## src/rtl/fltpw_pkg.sv

```systemverilog
// Shared types, codes and helper functions of the four-level page table walker.
`default_nettype none
package fltpw_pkg;

  localparam int unsigned INDEX_BITS = 9;
  localparam int unsigned PA_BITS    = 52;
  localparam int unsigned VA_BITS    = 48;
  localparam int unsigned ENTRY_BITS = 64;
  localparam int unsigned LVL_BITS   = 3;
  localparam int unsigned ATTR_BITS  = 8;

  // Operation codes of an input item.
  localparam logic OP_TRANSLATE = 1'b0;
  localparam logic OP_RESPONSE  = 1'b1;

  // Kinds of a result item.
  localparam logic KIND_READ = 1'b0;
  localparam logic KIND_DONE = 1'b1;

  // Walk levels: idle, then the level whose entry is awaited.
  localparam logic [LVL_BITS-1:0] LVL_IDLE = 3'd0;
  localparam logic [LVL_BITS-1:0] LVL_PML4 = 3'd1;
  localparam logic [LVL_BITS-1:0] LVL_PDPT = 3'd2;
  localparam logic [LVL_BITS-1:0] LVL_PD   = 3'd3;
  localparam logic [LVL_BITS-1:0] LVL_PT   = 3'd4;

  // Entry bit positions.
  localparam int unsigned BIT_PRESENT = 0;
  localparam int unsigned BIT_USER    = 2;
  localparam int unsigned BIT_SIZE    = 7;

  localparam logic [ATTR_BITS-1:0] ATTR_NOT_FOUND = 8'hFF;

  typedef struct packed {
    logic                  operation;
    logic [VA_BITS-1:0]    virtual_address;
    logic [ENTRY_BITS-1:0] read_data;
  } fltpw_item_t;

  typedef struct packed {
    logic                 result_kind;
    logic [PA_BITS-1:0]   read_address;
    logic                 found;
    logic [PA_BITS-1:0]   physical_address;
    logic                 user_access;
    logic                 large_page;
    logic [ATTR_BITS-1:0] attribute;
  } fltpw_result_t;

  // Table index of a virtual address at a given level.
  function automatic logic [INDEX_BITS-1:0] level_index(
    input logic [VA_BITS-1:0]  va,
    input logic [LVL_BITS-1:0] lvl
  );
    logic [INDEX_BITS-1:0] idx;
    case (lvl)
      LVL_PML4: idx = va[39 +: INDEX_BITS];
      LVL_PDPT: idx = va[30 +: INDEX_BITS];
      LVL_PD:   idx = va[21 +: INDEX_BITS];
      LVL_PT:   idx = va[12 +: INDEX_BITS];
      default:  idx = '0;
    endcase
    return idx;
  endfunction

  // Address of an entry: table base plus eight times the index, wrapping.
  function automatic logic [PA_BITS-1:0] entry_address(
    input logic [PA_BITS-1:0]    base,
    input logic [INDEX_BITS-1:0] idx
  );
    return base + {{(PA_BITS-INDEX_BITS-3){1'b0}}, idx, 3'b000};
  endfunction

endpackage
`default_nettype wire

```

## src/rtl/fltpw_in_stage.sv

```systemverilog
// Input register stage that holds one accepted item until it is processed.
`default_nettype none
module fltpw_in_stage
  import fltpw_pkg::*;
(
  input  wire logic        clk_i,
  input  wire logic        rst_ni,
  input  wire logic        in_valid_i,
  output logic             in_ready_o,
  input  wire fltpw_item_t item_i,
  input  wire logic        advance_i,
  output logic             valid_o,
  output fltpw_item_t      item_o
);

  logic        valid_q, valid_d;
  fltpw_item_t item_q;

  assign in_ready_o = !valid_q || advance_i;

  always_comb begin
    valid_d = valid_q;
    if (in_ready_o) begin
      valid_d = in_valid_i;
    end
  end

  always_ff @(posedge clk_i or negedge rst_ni) begin
    if (!rst_ni) begin
      valid_q <= 1'b0;
    end else begin
      valid_q <= valid_d;
    end
  end

  always_ff @(posedge clk_i) begin
    if (in_valid_i && in_ready_o) begin
      item_q <= item_i;
    end
  end

  assign valid_o = valid_q;
  assign item_o  = item_q;

endmodule
`default_nettype wire

```

## src/rtl/fltpw_step.sv

```systemverilog
// Next-state and result logic for one walk step.
`default_nettype none
module fltpw_step
  import fltpw_pkg::*;
(
  input  wire fltpw_item_t          item_i,
  input  wire logic [LVL_BITS-1:0]  walk_level_i,
  input  wire logic [VA_BITS-1:0]   pending_address_i,
  input  wire logic [PA_BITS-1:0]   root_table_base_i,
  output logic                      has_result_o,
  output fltpw_result_t             result_o,
  output logic [LVL_BITS-1:0]       walk_level_o,
  output logic [VA_BITS-1:0]        pending_address_o
);

  logic [PA_BITS-1:0]  leaf_base;
  logic [LVL_BITS-1:0] next_level;
  fltpw_result_t       read_res;
  fltpw_result_t       done_res;

  assign leaf_base  = {item_i.read_data[PA_BITS-1:12], 12'b0};
  assign next_level = walk_level_i + LVL_BITS'(1);

  always_comb begin
    read_res             = '0;
    read_res.result_kind = KIND_READ;
    done_res             = '0;
    done_res.result_kind = KIND_DONE;
    done_res.found       = 1'b1;
    done_res.user_access = item_i.read_data[BIT_USER];
    done_res.attribute   = {5'b0, item_i.read_data[11:9]};

    has_result_o      = 1'b0;
    result_o          = read_res;
    walk_level_o      = walk_level_i;
    pending_address_o = pending_address_i;

    if (item_i.operation == OP_TRANSLATE) begin
      pending_address_o     = item_i.virtual_address;
      walk_level_o          = LVL_PML4;
      has_result_o          = 1'b1;
      result_o.read_address = entry_address(root_table_base_i,
                                level_index(item_i.virtual_address, LVL_PML4));
    end else if (!(walk_level_i inside {[LVL_PML4:LVL_PT]})) begin
      // A response with no walk in progress is dropped.
      walk_level_o = LVL_IDLE;
    end else begin
      has_result_o = 1'b1;
      if (!item_i.read_data[BIT_PRESENT]) begin
        walk_level_o       = LVL_IDLE;
        result_o           = '0;
        result_o.result_kind = KIND_DONE;
        result_o.attribute = ATTR_NOT_FOUND;
      end else if (walk_level_i == LVL_PD && item_i.read_data[BIT_SIZE]) begin
        walk_level_o              = LVL_IDLE;
        result_o                  = done_res;
        result_o.large_page       = 1'b1;
        result_o.physical_address = leaf_base
          + {{(PA_BITS-21){1'b0}}, pending_address_i[20:0]};
      end else if (walk_level_i == LVL_PT) begin
        walk_level_o              = LVL_IDLE;
        result_o                  = done_res;
        result_o.physical_address = leaf_base
          + {{(PA_BITS-12){1'b0}}, pending_address_i[11:0]};
      end else begin
        walk_level_o          = next_level;
        result_o.read_address = entry_address(leaf_base,
                                  level_index(pending_address_i, next_level));
      end
    end
  end

endmodule
`default_nettype wire

```

## src/rtl/four_level_page_table_walker_core.sv

```systemverilog
// Top level of the four-level page table walker: walk state and result register.
`default_nettype none
// Walks a four-level x86-64 style page table held in external memory. A
// translate transfer (operation 0) starts a walk and yields a read request
// for the top-level entry; each response transfer (operation 1) yields either
// the next read request or the finished translation (not found if the entry
// is not present), with a 2 MiB leaf ending the walk at the directory level.
// A response while idle yields nothing. Each item passes an input register
// and then a result register before its result is valid at the output; one
// item is taken per cycle as long as results are taken, and the rate is set
// by the combinational step logic between the two registers. The root table
// base is written through cfg_we_i/cfg_wdata_i; the user must write it only
// while no walk is being processed, as the block itself does not enforce it.
module four_level_page_table_walker_core
  import fltpw_pkg::*;
(
  input  wire logic                  clk_i,
  input  wire logic                  rst_ni,
  input  wire logic                  cfg_we_i,
  input  wire logic [PA_BITS-1:0]    cfg_wdata_i,
  input  wire logic                  in_valid_i,
  output logic                       in_ready_o,
  input  wire logic                  operation_i,
  input  wire logic [VA_BITS-1:0]    virtual_address_i,
  input  wire logic [ENTRY_BITS-1:0] read_data_i,
  output logic                       out_valid_o,
  input  wire logic                  out_ready_i,
  output logic                       result_kind_o,
  output logic [PA_BITS-1:0]         read_address_o,
  output logic                       found_o,
  output logic [PA_BITS-1:0]         physical_address_o,
  output logic                       user_access_o,
  output logic                       large_page_o,
  output logic [ATTR_BITS-1:0]       attribute_o
);

  fltpw_item_t         in_item;
  fltpw_item_t         s1_item;
  logic                s1_valid;
  logic                s1_advance;
  logic                step_has_result;
  fltpw_result_t       step_result;
  logic [LVL_BITS-1:0] step_level;
  logic [VA_BITS-1:0]  step_pending;

  logic [PA_BITS-1:0]  root_q;
  logic [LVL_BITS-1:0] walk_level_q;
  logic [VA_BITS-1:0]  pending_address_q;
  logic                out_valid_q, out_valid_d;
  fltpw_result_t       out_q;

  assign in_item.operation       = operation_i;
  assign in_item.virtual_address = virtual_address_i;
  assign in_item.read_data       = read_data_i;

  // The held item moves on when the result register is free or being drained.
  assign s1_advance = s1_valid && (!out_valid_q || out_ready_i);

  fltpw_in_stage u_in_stage (
    .clk_i      (clk_i),
    .rst_ni     (rst_ni),
    .in_valid_i (in_valid_i),
    .in_ready_o (in_ready_o),
    .item_i     (in_item),
    .advance_i  (s1_advance),
    .valid_o    (s1_valid),
    .item_o     (s1_item)
  );

  fltpw_step u_step (
    .item_i            (s1_item),
    .walk_level_i      (walk_level_q),
    .pending_address_i (pending_address_q),
    .root_table_base_i (root_q),
    .has_result_o      (step_has_result),
    .result_o          (step_result),
    .walk_level_o      (step_level),
    .pending_address_o (step_pending)
  );

  always_comb begin
    out_valid_d = out_valid_q;
    if (s1_advance) begin
      out_valid_d = step_has_result;
    end else if (out_ready_i) begin
      out_valid_d = 1'b0;
    end
  end

  always_ff @(posedge clk_i or negedge rst_ni) begin
    if (!rst_ni) begin
      root_q            <= '0;
      walk_level_q      <= LVL_IDLE;
      pending_address_q <= '0;
      out_valid_q       <= 1'b0;
    end else begin
      if (cfg_we_i) begin
        root_q <= cfg_wdata_i;
      end
      if (s1_advance) begin
        walk_level_q      <= step_level;
        pending_address_q <= step_pending;
      end
      out_valid_q <= out_valid_d;
    end
  end

  always_ff @(posedge clk_i) begin
    if (s1_advance) begin
      out_q <= step_result;
    end
  end

  assign out_valid_o        = out_valid_q;
  assign result_kind_o      = out_q.result_kind;
  assign read_address_o     = out_q.read_address;
  assign found_o            = out_q.found;
  assign physical_address_o = out_q.physical_address;
  assign user_access_o      = out_q.user_access;
  assign large_page_o       = out_q.large_page;
  assign attribute_o        = out_q.attribute;

endmodule
`default_nettype wire
```

## config.mk

```make
export PLATFORM = sky130hd
export DESIGN_NAME = four_level_page_table_walker_core
export DESIGN_NICKNAME = d
export VERILOG_FILES = /design/src/rtl/fltpw_pkg.sv /design/src/rtl/fltpw_in_stage.sv /design/src/rtl/fltpw_step.sv /design/src/rtl/four_level_page_table_walker_core.sv
export SDC_FILE = /design/constraint.sdc
export NUM_CORES = 1
export LEC_CHECK = 0
export BUFFER_PORTS_ARGS = -buffer_cell sky130_fd_sc_hd__buf_2
export CELL_PAD_IN_SITES_DETAIL_PLACEMENT = 0
export CELL_PAD_IN_SITES_GLOBAL_PLACEMENT = 1
export CORE_MARGIN = 2
export CORE_UTILIZATION = 44
export DETAILED_ROUTE_END_ITERATION = 10
export HOLD_SLACK_MARGIN = 0.12
export PLACE_DENSITY_LB_ADDON = 0.2
export SYNTH_ARGS = -nofsm -noshare
export SYNTH_HDL_FRONTEND = slang
export SYNTH_SLANG_ARGS = --single-unit
```

## constraint.sdc

```tcl
create_clock -name clk_i -period 4.25 [get_ports clk_i]
set_input_delay 0.2125 -clock clk_i [delete_from_list [all_inputs] [get_ports clk_i]]
set_output_delay 0.2125 -clock clk_i [all_outputs]
set_load 0.1 [all_outputs]
```

==> key figures <==
Die
  – Num ports: 288
  – Rows: 65
  – Core region area: approximately 31000 sq um
  – Die Wd: 182 um
  – Die H: between 150 and 200 um
  – Die Area: 33100 sq um
  – Starting Density: 44.4%

Synthesis
  – Post-synthesis cell count: ~1100
  – Synth Area in Compound Gates: slightly above 9%
  – Mux share of post-synthesis cell area: around 8.5%
  – Synth Area in Simple Gates: a little under an eighth
  – Post-Synth XOR/XNOR Area: approximately 2.6%
  – Adder-cell share of the synthesized area: under 10%
  – Largest family of logic cells by synthesized area: simple AND/OR/NAND/NOR gates
  – Area leader, netlist: edfxtp_1
  – Seq/Total Area, Yosys: a little under two thirds
  – Net Count, Synth: 1258
  – Ranking of synthesized cells by area: edfxtp_1 45%, dfrtp_1 19%, mux2_2 7.4%
  – Yosys reg bits: 312
  – Netlist cell types: 66
  – Prevailing post-synth register cell: edfxtp_1
  – Top cell type's share of synthesized area: ~45%
  – Share of async-settable or async-resettable flops after synthesis: approximately a third
  – Most frequent cell after synthesis: edfxtp_1
  – Mean post-synth cell area: 13.1 sq um
  – Post-synthesis cell area: ~14000 sq um
  – Top cells by instance count after synthesis: 207 x edfxtp_1, 107 x nand2_1, 105 x dfrtp_1, 91 x mux2_2, 47 x o21ai_0
  – Synth Warn #: 0
  – Number of synthesized flops with an enable pin: a little over 200

Placed design
  – GPL Wtd Cong: a little over 0.8
  – IO Port Bufs: 269
  – Post-place instance area: about 16000 sq um
  – Post-DP HPWL: ~25 mm
  – DP Worst Slack: 1.01 ns

CTS
  – CTS Buf Count: 36
  – Clock tree root driver cell: clkbuf_16
  – CTS Sinks: 312
  – CTS clk-pin slew, worst paths: 0.06 ns
  – Post-CTS Repair Setup Buffers: 0
  – CTS tree: done
  – H-tree level count: 2
  – CTS Buffer Depth: 3
  – Clock latency on the worst-skew pair: 0.52 ns

Routing
  – Detailed Route Iter0 Violations: 625
  – Vias after detailed routing: between 10000 and 15000
  – Wire per inst: just under 20 um
  – Via density per instance: ~5.4
  – Final wirelength: 37.6 mm
  – DRC errors left: 0
  – ANT nets after route: 0
  – TritonRoute pass-1 iters: 6

Power
  – Seq pwr share: between 40% and 50%
  – Sw frac: ~34%
  – Clk pwr share: a little under a third
  – Leak: 0.00734 uW
  – Pint: about 6000 uW
  – Power density over cell area: about 510 nW/um^2
  – Sw Pwr: about 3200 uW
  – Comb pwr share: between 20% and 30%
  – Peak supply drop: 372 uV

Critical path
  – Critical Path RT: about 4.6 ns
  – Worst path cell trace: ha_1, ha_1, and2_1, nand2_1, o32ai_2, nand3_1, or4_1, a21oi_1
  – Reg-to-reg critical path startpoint: walk_level_q[0]
  – Crit path to: physical_address_o[35]
  – Crit Reg-Reg Endpoint: physical_address_o[35]
  – Crit. Startpoint: walk_level_q[0]
  – Kind of critical path: flop to flop
  – R2R Setup Slk: roughly 0.96 ns
  – Max incr delay on CP: around 0.65 ns
  – Crit-path max FO: 11
  – Worst Reg-to-Reg Cells: 8
  – Crit path arrival time: 3.65 ns
  – Worst setup EP type: flop
  – Startpoint types: flop
  – Most used cell, CP: ha_1
  – Slowest-stage cell, CP: o32ai_2

Finish
  – Layout cell share with drive strength beyond 1: between 20 and 30%
  – Final Instance Area: 18400 sq um
  – Area growth, synth to finish: 32.2%
  – Count of nets after finishing: between 1500 and 2000

Timing
  – Final Setup Violations: 0
  – Slew @ Worst Pin: 1.08 ns
  – Tcrit/Tclk final: about 78%
  – Setup TNS: 0 ns
  – Max frequency: between 300 and 400 MHz
  – Clock skew: 0.0170 ns
  – RSZ-0062 raised after global routing: false
  – Fin worst setup slack: approximately 0.96 ns
  – Minimum clock period after layout: around 3.3 ns
  – Fin. Hold Viols: 0
  – Slew Limit Fails: 0
  – Slew HR: ~28%

Run status
  – Status: completed

Global routing
  – Global Route Usage Sum: between 20% and 30%
  – Largest net degree at the start of global routing: 74
  – Final global-route overflow total: 0
  – First-pass GRT wire length: between 50 and 60 mm
  – Antenna violations before repair: 2
  – Vias in the first global route: 10400

Worst hold path
  – Worst hold path type: input pin to asynchronous set/reset pin

Flow run
  – Max-cap viol count: 0
## per-stage QoR
step	util [%]	hold slack, ns	instances	total power [uW]
after floorplan	-	-0.0831	1061	5780
after global placement	50.1	0.204	1699	6330
after CTS	58.6	0.205	1916	9480
after detailed placement	50.1	0.205	1699	6360
final	58.7	0.204	1918	9400
after global routing	58.7	0.228	1918	9800
## sequential cells by signal, summed over array words and instances (netlist names)
signal              cells
u_in_stage.item_o      95
physical_address_o     52
read_address_o         52
root_q                 52
pending_address_q      48
attribute_o             4
walk_level_q            3
found_o                 1
large_page_o            1
out_valid_o             1
result_kind_o           1
u_in_stage.valid_o      1
user_access_o           1
## per-layer routing
| metal | vias to the layer above | wire length (um) | GRT usage, % |
|---|---|---|---|
| met4 | 0 | 1180 | 7.97 |
| met5 | - | 0 | 0 |
| li1 | 4859 | - | - |
| met3 | 70 | 2280 | 4.05 |
| met2 | 355 | 17600 | 37.1 |
| met1 | 4984 | 16500 | 30.7 |
## logic make-up after synthesis
group | count (synthesis)
AOI/OAI and AO/OA | 189
xor gates and xnor gates | 41
adders and majority gates | 27
buffers and inverters | 78
DFF | 312
muxes | 107
and+or+nand+nor | 307
## power groups by stage
stage,sequential (uW),clock (uW),combinational (uW)
CTS,3990,3060,2430
floorplan,4900,0,887
finish,3980,2990,2430
detailed placement,4040,0,2320
global placement,4030,0,2300
global route,4030,3180,2580
## cell usage in the layout (no fill, tap or decap), types with 29 or more instances in the layout
cell           synthesis  layout
a21oi_1               40      40
buf_2                  6     268
clkbuf_16              0      39
dfrtp_1              105     105
dlygate4sd3_1          0     151
edfxtp_1             207     207
mux2_2                91      91
nand2_1              107     107
nand3_1               37      37
nor2_1                31      29
o21ai_0               47      47
## area by class of cell
class / count / area (sq um)
inverters: 27 / 104
clock buffers: 57 / 1100
flip-flops and latches: 312 / 8840
repair buffers: 438 / 3010
fillers: 2583 / 13000
multi-input cells: 671 / 4790
well taps: 402 / 503
clock inverters: 9 / 52.6
diodes: 2 / 5.00
## worst min path at each step
stage                start               endpoint  slack [ns]  cells after the start
detailed placement  rst_ni  pending_address_q[19]        0.20                      1
global placement    rst_ni  pending_address_q[19]        0.20                      1
floorplan           rst_ni            out_valid_o       -0.08                      0
CTS                 rst_ni              root_q[1]        0.20                      2
finish              rst_ni  pending_address_q[20]        0.20                      2
global route        rst_ni              root_q[1]        0.23                      2
## timing repair
item,CTS,global route
hold buffers,151,0
resized for setup,0,0
hold endpoints to repair,178,0
## worst max-delay path, delay by kind of cell (launching register included)
kind            cells  cell delay (ns)
flops               1             0.45
simple gates        4             1.53
compound gates      2             0.80
fa+ha+maj           2             0.37
No activity file was read; power rests on OpenSTA's default activity.
